[config.mk]
export PLATFORM = sky130hd
export DESIGN_NAME = fixed_timestep_frame_clock
export DESIGN_NICKNAME = d
export VERILOG_FILES = /design/src/design/ftfc_pkg.sv /design/src/design/ftfc_datapath.sv /design/src/design/ftfc_ctrl.sv /design/src/design/fixed_timestep_frame_clock.sv
export SDC_FILE = /design/constraint.sdc
export NUM_CORES = 2
export LEC_CHECK = 0
export BUFFER_PORTS_ARGS = -buffer_cell sky130_fd_sc_hd__clkbuf_2
export CELL_PAD_IN_SITES_DETAIL_PLACEMENT = 0
export CELL_PAD_IN_SITES_GLOBAL_PLACEMENT = 1
export CORE_UTILIZATION = 52
export CTS_CLUSTER_DIAMETER = 80
export DETAILED_ROUTE_END_ITERATION = 7
export MAX_ROUTING_LAYER = met4
export PLACE_DENSITY_LB_ADDON = 0.1
export SLEW_MARGIN = 30
export SYNTH_ARGS = -nofsm -noshare
export SYNTH_HDL_FRONTEND = slang
export SYNTH_SLANG_ARGS = --single-unit
[constraint.sdc]
create_clock -name aclk -period 19.4 [get_ports aclk]
set_clock_uncertainty 0.2 [all_clocks]
set_input_delay 1.94 -clock aclk [delete_from_list [all_inputs] [get_ports aclk]]
set_output_delay 1.94 -clock aclk [all_outputs]
set_load 0.05 [all_outputs]
[src/design/ftfc_pkg.sv]
// Shared types, command and status codes for the fixed-timestep frame clock.
package ftfc_pkg;

    localparam logic [1:0] CMD_INIT    = 2'd0;
    localparam logic [1:0] CMD_ADVANCE = 2'd1;
    localparam logic [1:0] CMD_CONSUME = 2'd2;

    localparam logic [2:0] ST_NONE     = 3'd0;
    localparam logic [2:0] ST_NOT_INIT = 3'd1;
    localparam logic [2:0] ST_BAD_CFG  = 3'd2;
    localparam logic [2:0] ST_OVERFLOW = 3'd3;
    localparam logic [2:0] ST_OVERRUN  = 3'd4;
    localparam logic [2:0] ST_NO_STEP  = 3'd5;

    localparam logic [2:0] REG_STEP   = 3'd0;
    localparam logic [2:0] REG_CLAMP  = 3'd1;
    localparam logic [2:0] REG_LIMIT  = 3'd2;
    localparam logic [2:0] REG_SCALE  = 3'd3;
    localparam logic [2:0] REG_PAUSED = 3'd4;

    localparam int DIV_BITS = 49;
    localparam logic [10:0] SCALE_MAX = 11'd1024;

    // controller -> datapath commands
    typedef struct packed {
        logic load_in;      // capture the accepted transfer
        logic do_init;      // check and latch config
        logic do_prep;      // clamp, scale, overflow checks
        logic div_start;    // load divider
        logic div_step;     // one restoring-divide step
        logic do_commit;    // finish advance
        logic do_consume;   // consume one step
        logic out_load;     // capture result
    } ftfc_cmd_t;

    // datapath -> controller status
    typedef struct packed {
        logic       div_done;
        logic [1:0] cur_cmd;    // command of the item in progress
    } ftfc_sts_t;

endpackage

[src/design/ftfc_datapath.sv]
// Datapath: state registers, advance arithmetic, serial divider, result register.
module ftfc_datapath (
    input  logic                 aclk,
    input  logic                 aresetn,
    input  ftfc_pkg::ftfc_cmd_t  cmd_i,
    output ftfc_pkg::ftfc_sts_t  sts_o,
    input  logic                 cfg_we,
    input  logic [2:0]           cfg_index,
    input  logic [31:0]          cfg_data,
    input  logic [1:0]           s_cmd,
    input  logic [31:0]          s_frame_delta,
    output logic [2:0]           m_status,
    output logic                 m_accepted,
    output logic [7:0]           m_pending_steps,
    output logic [63:0]          m_frame_count,
    output logic [63:0]          m_fixed_step_count,
    output logic [47:0]          m_unscaled_time,
    output logic [47:0]          m_scaled_time,
    output logic [31:0]          m_unscaled_delta,
    output logic [33:0]          m_scaled_delta,
    output logic [63:0]          m_dropped_step_count,
    output logic [47:0]          m_dropped_time,
    output logic [47:0]          m_leftover_time
);
    import ftfc_pkg::*;

    // configuration registers
    logic [31:0] step_cfg_reg, clamp_cfg_reg;
    logic [7:0]  limit_cfg_reg;
    logic [10:0] scale_cfg_reg;
    logic        paused_reg;

    always_ff @(posedge aclk) begin
        if (!aresetn) begin
            step_cfg_reg  <= 32'd1092;
            clamp_cfg_reg <= 32'd16384;
            limit_cfg_reg <= 8'd5;
            scale_cfg_reg <= 11'd256;
            paused_reg    <= 1'b0;
        end else if (cfg_we) begin
            unique case (cfg_index)
                REG_STEP:   step_cfg_reg  <= cfg_data;
                REG_CLAMP:  clamp_cfg_reg <= cfg_data;
                REG_LIMIT:  limit_cfg_reg <= cfg_data[7:0];
                REG_SCALE:  scale_cfg_reg <= cfg_data[10:0];
                REG_PAUSED: paused_reg    <= cfg_data[0];
                default: ;
            endcase
        end
    end

    // accepted input transfer, held for the whole command
    logic [1:0]  cmd_in_reg;
    logic [31:0] delta_in_reg;

    always_ff @(posedge aclk) begin
        if (!aresetn) begin
            cmd_in_reg   <= CMD_INIT;
            delta_in_reg <= '0;
        end else if (cmd_i.load_in) begin
            cmd_in_reg   <= s_cmd;
            delta_in_reg <= s_frame_delta;
        end
    end

    assign sts_o.cur_cmd = cmd_in_reg;

    // clock state
    logic        ready_reg;
    logic [31:0] lstep_reg, lclamp_reg;
    logic [7:0]  llimit_reg, pend_reg;
    logic [47:0] acc_reg, ptime_reg, stime_reg, dtime_reg;
    logic [63:0] frames_reg, steps_reg, dsteps_reg;
    logic [31:0] ldelta_reg;
    logic [33:0] sdelta_reg;
    logic [2:0]  status_reg;

    // advance working registers
    logic [31:0] d_reg;
    logic [33:0] sd_reg;
    logic [48:0] accsum_reg;
    logic [48:0] rem_reg;
    logic [48:0] quo_reg;
    logic [5:0]  cnt_reg;

    logic [31:0] d_c;
    logic [10:0] sc_c;
    logic [42:0] prod_c;
    logic [33:0] sd_c;
    logic        ovf_c;

    // clamp, scale and overflow checks
    always_comb begin
        d_c    = (delta_in_reg > lclamp_reg) ? lclamp_reg : delta_in_reg;
        sc_c   = (scale_cfg_reg > SCALE_MAX) ? SCALE_MAX : scale_cfg_reg;
        prod_c = {11'd0, d_c} * {32'd0, sc_c};
        sd_c   = paused_reg ? 34'd0 : prod_c[41:8];
        ovf_c  = ({1'b0, ptime_reg} + {17'd0, d_c} > 49'h0_FFFF_FFFF_FFFF)
              || ({1'b0, stime_reg} + {15'd0, sd_c} > 49'h0_FFFF_FFFF_FFFF)
              || (&frames_reg)
              || ({1'b0, acc_reg} + {15'd0, sd_c} > 49'h0_FFFF_FFFF_FFFF);
    end

    // restoring divider step
    logic [49:0] trial_c;
    always_comb begin
        trial_c = {rem_reg, quo_reg[48]} - {18'd0, lstep_reg};
    end

    // commit values; dropped time is quotient*step minus limit*step
    logic [48:0] rem_fin_c;
    logic        over_c;
    logic [63:0] dropn_c;
    logic [39:0] limprod_c;
    logic [48:0] dropt_c;
    logic        dovf_c;
    always_comb begin
        rem_fin_c = rem_reg;
        over_c    = quo_reg > {41'd0, llimit_reg};
        dropn_c   = {15'd0, quo_reg} - {56'd0, llimit_reg};
        limprod_c = {32'd0, llimit_reg} * {8'd0, lstep_reg};
        dropt_c   = accsum_reg - rem_reg - {9'd0, limprod_c};
        dovf_c = ({2'd0, dtime_reg} + {1'b0, dropt_c} > 50'h0_FFFF_FFFF_FFFF)
              || (dsteps_reg > ~dropn_c);
    end

    assign sts_o.div_done = (cnt_reg == 6'd0);

    always_ff @(posedge aclk) begin
        if (!aresetn) begin
            ready_reg  <= 1'b0;
            lstep_reg  <= '0; lclamp_reg <= '0; llimit_reg <= '0;
            pend_reg   <= '0; acc_reg <= '0; ptime_reg <= '0; stime_reg <= '0;
            dtime_reg  <= '0; frames_reg <= '0; steps_reg <= '0;
            dsteps_reg <= '0; ldelta_reg <= '0; sdelta_reg <= '0;
            status_reg <= ST_NONE;
            cnt_reg    <= '0;
        end else begin
            if (cmd_i.do_init) begin
                if (step_cfg_reg == 32'd0 || clamp_cfg_reg < step_cfg_reg
                    || limit_cfg_reg == 8'd0) begin
                    status_reg <= ST_BAD_CFG;
                end else begin
                    status_reg <= ST_NONE;
                    ready_reg  <= 1'b1;
                    lstep_reg  <= step_cfg_reg; lclamp_reg <= clamp_cfg_reg;
                    llimit_reg <= limit_cfg_reg;
                    pend_reg   <= '0; acc_reg <= '0; ptime_reg <= '0;
                    stime_reg  <= '0; dtime_reg <= '0; frames_reg <= '0;
                    steps_reg  <= '0; dsteps_reg <= '0; ldelta_reg <= '0;
                    sdelta_reg <= '0;
                end
            end
            if (cmd_i.do_prep) begin
                d_reg      <= d_c;
                sd_reg     <= sd_c;
                accsum_reg <= {1'b0, acc_reg} + {15'd0, sd_c};
                if (!ready_reg || lstep_reg == 32'd0) status_reg <= ST_NOT_INIT;
                else if (ovf_c)                       status_reg <= ST_OVERFLOW;
                else                                  status_reg <= ST_NONE;
            end
            if (cmd_i.div_start) begin
                rem_reg <= '0;
                quo_reg <= accsum_reg;
                cnt_reg <= 6'(DIV_BITS);
            end
            if (cmd_i.div_step) begin
                if (!trial_c[49]) rem_reg <= trial_c[48:0];
                else              rem_reg <= {rem_reg[47:0], quo_reg[48]};
                quo_reg <= {quo_reg[47:0], ~trial_c[49]};
                cnt_reg <= cnt_reg - 6'd1;
            end
            if (cmd_i.do_commit && status_reg == ST_NONE) begin
                if (over_c && dovf_c) begin
                    status_reg <= ST_OVERFLOW;
                end else begin
                    ptime_reg  <= ptime_reg + {16'd0, d_reg};
                    stime_reg  <= stime_reg + {14'd0, sd_reg};
                    frames_reg <= frames_reg + 64'd1;
                    ldelta_reg <= d_reg;
                    sdelta_reg <= sd_reg;
                    acc_reg    <= rem_fin_c[47:0];
                    if (over_c) begin
                        status_reg <= ST_OVERRUN;
                        pend_reg   <= llimit_reg;
                        dsteps_reg <= dsteps_reg + dropn_c;
                        dtime_reg  <= dtime_reg + dropt_c[47:0];
                    end else begin
                        pend_reg <= quo_reg[7:0];
                    end
                end
            end
            if (cmd_i.do_consume) begin
                if (!ready_reg)           status_reg <= ST_NOT_INIT;
                else if (pend_reg == 8'd0) status_reg <= ST_NO_STEP;
                else if (&steps_reg)      status_reg <= ST_OVERFLOW;
                else begin
                    status_reg <= ST_NONE;
                    pend_reg   <= pend_reg - 8'd1;
                    steps_reg  <= steps_reg + 64'd1;
                end
            end
        end
    end

    // result register; the unused command reports no status
    logic       accepted_c;
    logic [2:0] status_out_c;
    always_comb begin
        unique case (cmd_in_reg)
            CMD_INIT, CMD_CONSUME: begin
                accepted_c   = (status_reg == ST_NONE);
                status_out_c = status_reg;
            end
            CMD_ADVANCE: begin
                accepted_c   = (status_reg == ST_NONE) || (status_reg == ST_OVERRUN);
                status_out_c = status_reg;
            end
            default: begin
                accepted_c   = 1'b0;
                status_out_c = ST_NONE;
            end
        endcase
    end

    always_ff @(posedge aclk) begin
        if (cmd_i.out_load) begin
            m_status             <= status_out_c;
            m_accepted           <= accepted_c;
            m_pending_steps      <= pend_reg;
            m_frame_count        <= frames_reg;
            m_fixed_step_count   <= steps_reg;
            m_unscaled_time      <= ptime_reg;
            m_scaled_time        <= stime_reg;
            m_unscaled_delta     <= ldelta_reg;
            m_scaled_delta       <= sdelta_reg;
            m_dropped_step_count <= dsteps_reg;
            m_dropped_time       <= dtime_reg;
            m_leftover_time      <= acc_reg;
        end
    end

endmodule

[src/design/ftfc_ctrl.sv]
// Controller: sequences init, advance (with serial divide) and consume.
module ftfc_ctrl (
    input  logic                 aclk,
    input  logic                 aresetn,
    input  logic                 s_valid,
    output logic                 s_ready,
    output logic                 m_valid,
    input  logic                 m_ready,
    output ftfc_pkg::ftfc_cmd_t  cmd_o,
    input  ftfc_pkg::ftfc_sts_t  sts_i
);
    import ftfc_pkg::*;

    localparam logic [2:0] S_IDLE = 3'd0, S_EXEC = 3'd1, S_PREP = 3'd2,
                           S_DIVL = 3'd3, S_DIV = 3'd4, S_COMMIT = 3'd5,
                           S_OUT = 3'd6, S_HOLD = 3'd7;

    logic [2:0] state_reg, state_next;
    logic       mvalid_reg;

    assign m_valid = mvalid_reg;
    // take a new item when idle and the result register is free
    assign s_ready = (state_reg == S_IDLE) && !mvalid_reg;

    always_comb begin
        state_next = state_reg;
        cmd_o      = '0;
        unique case (state_reg)
            S_IDLE: if (s_valid && s_ready) begin
                cmd_o.load_in = 1'b1;
                state_next    = S_EXEC;
            end
            S_EXEC: begin
                unique case (sts_i.cur_cmd)
                    CMD_INIT:    begin cmd_o.do_init = 1'b1;    state_next = S_OUT; end
                    CMD_ADVANCE: begin cmd_o.do_prep = 1'b1;    state_next = S_PREP; end
                    CMD_CONSUME: begin cmd_o.do_consume = 1'b1; state_next = S_OUT; end
                    default:     state_next = S_OUT;
                endcase
            end
            S_PREP:   begin cmd_o.div_start = 1'b1; state_next = S_DIVL; end
            S_DIVL:   state_next = S_DIV;
            S_DIV: begin
                if (sts_i.div_done) state_next = S_COMMIT;
                else                cmd_o.div_step = 1'b1;
            end
            S_COMMIT: begin cmd_o.do_commit = 1'b1; state_next = S_OUT; end
            S_OUT:    begin cmd_o.out_load = 1'b1; state_next = S_HOLD; end
            S_HOLD:   state_next = S_IDLE;
            default:  state_next = S_IDLE;
        endcase
    end

    always_ff @(posedge aclk) begin
        if (!aresetn) begin
            state_reg  <= S_IDLE;
            mvalid_reg <= 1'b0;
        end else begin
            state_reg <= state_next;
            if (cmd_o.out_load)           mvalid_reg <= 1'b1;
            else if (m_ready)             mvalid_reg <= 1'b0;
        end
    end

endmodule

[src/design/fixed_timestep_frame_clock.sv]
// Top level of the fixed-timestep frame clock.
// Sequence: init, consume and unused commands pass through S_EXEC and S_OUT; advance
// runs S_EXEC, S_PREP, S_DIVL, S_DIV (serial divide of accumulator plus scaled delta by
// the step), S_COMMIT and S_OUT; every command then passes S_HOLD. One command at a time:
// a new command is accepted only after the result transfer of the last one.
// Reset (aresetn, synchronous, active low) clears clock state, config to defaults.
module fixed_timestep_frame_clock (
    input  logic        aclk,
    input  logic        aresetn,
    input  logic        cfg_we,
    input  logic [2:0]  cfg_index,
    input  logic [31:0] cfg_data,
    input  logic        s_valid,
    output logic        s_ready,
    input  logic [1:0]  s_cmd,
    input  logic [31:0] s_frame_delta,
    output logic        m_valid,
    input  logic        m_ready,
    output logic [2:0]  m_status,
    output logic        m_accepted,
    output logic [7:0]  m_pending_steps,
    output logic [63:0] m_frame_count,
    output logic [63:0] m_fixed_step_count,
    output logic [47:0] m_unscaled_time,
    output logic [47:0] m_scaled_time,
    output logic [31:0] m_unscaled_delta,
    output logic [33:0] m_scaled_delta,
    output logic [63:0] m_dropped_step_count,
    output logic [47:0] m_dropped_time,
    output logic [47:0] m_leftover_time
);
    import ftfc_pkg::*;

    ftfc_cmd_t cmd;
    ftfc_sts_t sts;

    ftfc_ctrl u_ctrl (
        .aclk(aclk), .aresetn(aresetn), .s_valid(s_valid), .s_ready(s_ready),
        .m_valid(m_valid), .m_ready(m_ready),
        .cmd_o(cmd), .sts_i(sts)
    );

    ftfc_datapath u_dp (
        .aclk(aclk), .aresetn(aresetn), .cmd_i(cmd), .sts_o(sts),
        .cfg_we(cfg_we), .cfg_index(cfg_index), .cfg_data(cfg_data),
        .s_cmd(s_cmd), .s_frame_delta(s_frame_delta),
        .m_status(m_status), .m_accepted(m_accepted),
        .m_pending_steps(m_pending_steps), .m_frame_count(m_frame_count),
        .m_fixed_step_count(m_fixed_step_count),
        .m_unscaled_time(m_unscaled_time), .m_scaled_time(m_scaled_time),
        .m_unscaled_delta(m_unscaled_delta), .m_scaled_delta(m_scaled_delta),
        .m_dropped_step_count(m_dropped_step_count),
        .m_dropped_time(m_dropped_time), .m_leftover_time(m_leftover_time)
    );

endmodule
==> flow_summary.ini <==
[clock_network]
numCtsBuffers = 154
clkTransAtPathRegs_ns = 0.06
cts_buffer_depth = 3
cts_hold_buf = 0
cts_tree = done
cts_resized = 0
clock-root-buffer = clkbuf_16
cts_setup_buffers = 0
insertion_delay_ns = 0.84
cts_sinks = 1337
cts_max_level = 4

[drt]
vias_per_cell = 5.918
routed_wl_mm = 284.7
antenna_left = 0
num_vias = 70630
dr.pass1.iters = 8
drc = 60
dr.first_iter.drc_count = 6126
wl_per_cell_um = 23.86

[critical_path]
timing.rr.end = u_dp.accsum_reg[41]
crit_start = u_dp.lclamp_reg[15]
r2r_cells = 42
critPathCapture = u_dp.accsum_reg[41]
start_kind = flop
r2r_start = u_dp.lclamp_reg[15]
r2r_slack_ns = 5.38
slowest_delay_ns = 0.86
crit_type = reg -> reg
crit_required_ns = 19.78
crit_path_end_kind = flop
cp_slowest_cell = o41ai_1
critPathMaxFanout = 21
arrival_ns = 14.40

[pwr]
power.leakage_nw = 39.02
power_mw = 8.851
power.density_mw_per_mm2 = 91.58
peakVddDrop_v = 0.0001054

[synthesis]
yosysMostFrequentCell = nand2_1
synthDistinctLibCells = 92
synth_cells = 9276
synthTopCellsByCount = 1403 x nand2_1, 838 x a21oi_1, 675 x edfxtp_1
ys.flop_type = edfxtp_1
synth_area_leader_cell = edfxtp_1
synthesis.nets = 10440
async_flop_share_pct = 0
synth_area_mm2 = 0.08658
synth.area.top_cells = edfxtp_1 23%, dfxtp_1 15%, fa_1 12%, ha_1 7.9%, nand2_1 6.1%
yosys_warnings = 0
synth_seq_cells = 1337
postSynthAreaPerCell_um2 = 9.334
synth_edf_count = 675
yosysSeqAreaShare_pct = 38.72
yosysTopAreaCellShare_pct = 23.41

[layout]
fillerInstances = 14590
area_delta_synth_final_pct = 11.63
multiInputGateArea_mm2 = 0.04897
finish.utilization_pct = 58.51
drive_above_1_share_pct = 10.04
fin_nets = 10760
seqCellArea_mm2 = 0.03352

[sta]
slew_violations = 0
slew_headroom_pct = 29.78
hold_violations = 0
hold_slack_ns = 0.2299
post-route-period-util_pct = 72.25
period_minus_slack_ns = 14.02
rsz0062_at_grt = false
setup_viol = 0
fin_tns_setup_ns = 0
fmax_mhz = 71.34
tightest_slew_ns = 1.053

[die]
io_pins = 538
die_h_um = 410.0
start_util_pct = 52.42
row_count = 149
die_area_mm2 = 0.1681
core_area_mm2 = 0.1652
die_x_um = 410.0

[global_routing]
use_met3_pct = 4.985
antenna_found_initial = 16
met1_usage_pct = 42.27
grt_pass1_wl_mm = 424.9
grt_pass1_vias = 68290
use_met2_pct = 55.00
grt_max_degree = 168
overflow = 0
grtUsageTotal_pct = 34.29
top_usage_layer = met2

[place]
gp_congestion = 1.033
portBuffers = 537
place_hpwl_mm = 216.6

[min_path]
worstHoldPathType = reg -> reg
hp-start = u_dp.ldelta_reg[25]

[flow_run]
max_cap_violations = 0

[run_status]
violations = design-rule violations
status = finished with violations
[where the power goes]
group          switching [mW]  internal [mW]
Combinational            1.73          0.779
Clock                    1.27           1.76
Sequential              0.153           3.15
[critical path: cells and delay by family (launching register included)]
family | cells | cell delay [ns]
AO/OA/AOI/OAI | 14 | 4.86
adder cells (fa/ha/maj) | 8 | 3.63
AND/OR/NAND/NOR | 13 | 3.58
buffers and inverters | 6 | 1.03
flip-flops | 1 | 0.35
XOR/XNOR | 1 | 0.07
[metrics by stage]
| stage | setup WS, ns | instance area, µm² | std cells |
|---|---|---|---|
| after floorplan | 7.169 | 86580 | 9276 |
| after global placement | 5.574 | 91080 | 11630 |
| after detailed placement | 5.719 | 91200 | 11630 |
| after CTS | 5.632 | 96500 | 11920 |
| after global routing | 4.426 | 96640 | 11930 |
| final | 5.384 | 96650 | 11940 |
[layout by cell type (no fill, tap or decap), types with 19 or more instances in the layout]
cell type  Yosys  layout
a21oi_1      838     835
a21o_1       242     241
o21ai_0      324     323
nand4_1      128     128
xnor2_1      208     208
xor2_1       128     128
a211oi_1      44      43
edfxtp_1     675     675
and2_1       101      99
nand3_1      452     451
nor3_1       131     128
nor2_1       617     613
nand3b_1      33      33
clkinv_1      16      28
or2_2         27      27
buf_4          1      72
nor2b_1       67      60
mux2i_1      117     117
a31oi_1      116     115
dfxtp_1      662     661
nor4_1        71      70
clkbuf_1     392      31
a221oi_1      24      24
inv_1        671     671
nand2b_1      62      59
o21bai_1      45      45
clkbuf_2       0     536
ha_1         550     550
a21boi_0      23      23
clkbuf_8       0      20
or3_1         44      44
o31ai_1       26      24
clkinv_2       0      19
fa_1         536     536
o211ai_1      28      28
clkbuf_16      0     162
nand2_1     1403    1400
and3_1       101     100
o21a_1        67      67
[kinds of logic after synthesis]
logic type	synth area share, %
AO/OA/AOI/OAI	13.46
XOR/XNOR	3.399
adder cells (fa/ha/maj)	20.34
buffers and inverters	4.979
flip-flops	38.72
multiplexers	1.535
AND/OR/NAND/NOR	17.56
[layer usage]
layer,up-vias,wire [µm]
met5,-,0
met4,0,15970
met3,623,17770
met2,2490,136200
met1,34630,114800
li1,32880,-
[how the worst min path moves through the flow]
stage | to | cells past startpoint
floorplan | u_dp.m_frame_count[11] | 0
global placement | u_dp.m_unscaled_delta[12] | 0
detailed placement | u_dp.m_unscaled_delta[18] | 0
CTS | u_dp.m_scaled_delta[24] | 0
global route | u_dp.m_scaled_delta[28] | 0
finish | u_dp.m_unscaled_delta[25] | 0
[layout make-up]
cell class | instances | share of cell area [%]
well taps | 2189 | 2.834
clock buffers | 213 | 4.600
clock inverters | 75 | 0.8829
repair buffers | 622 | 3.612
diodes | 13 | 0.03366
multi-input cells | 6798 | 50.67
flip-flops and latches | 1337 | 34.69
inverters | 688 | 2.680
Note: power is estimated with default switching activity, not from simulation.
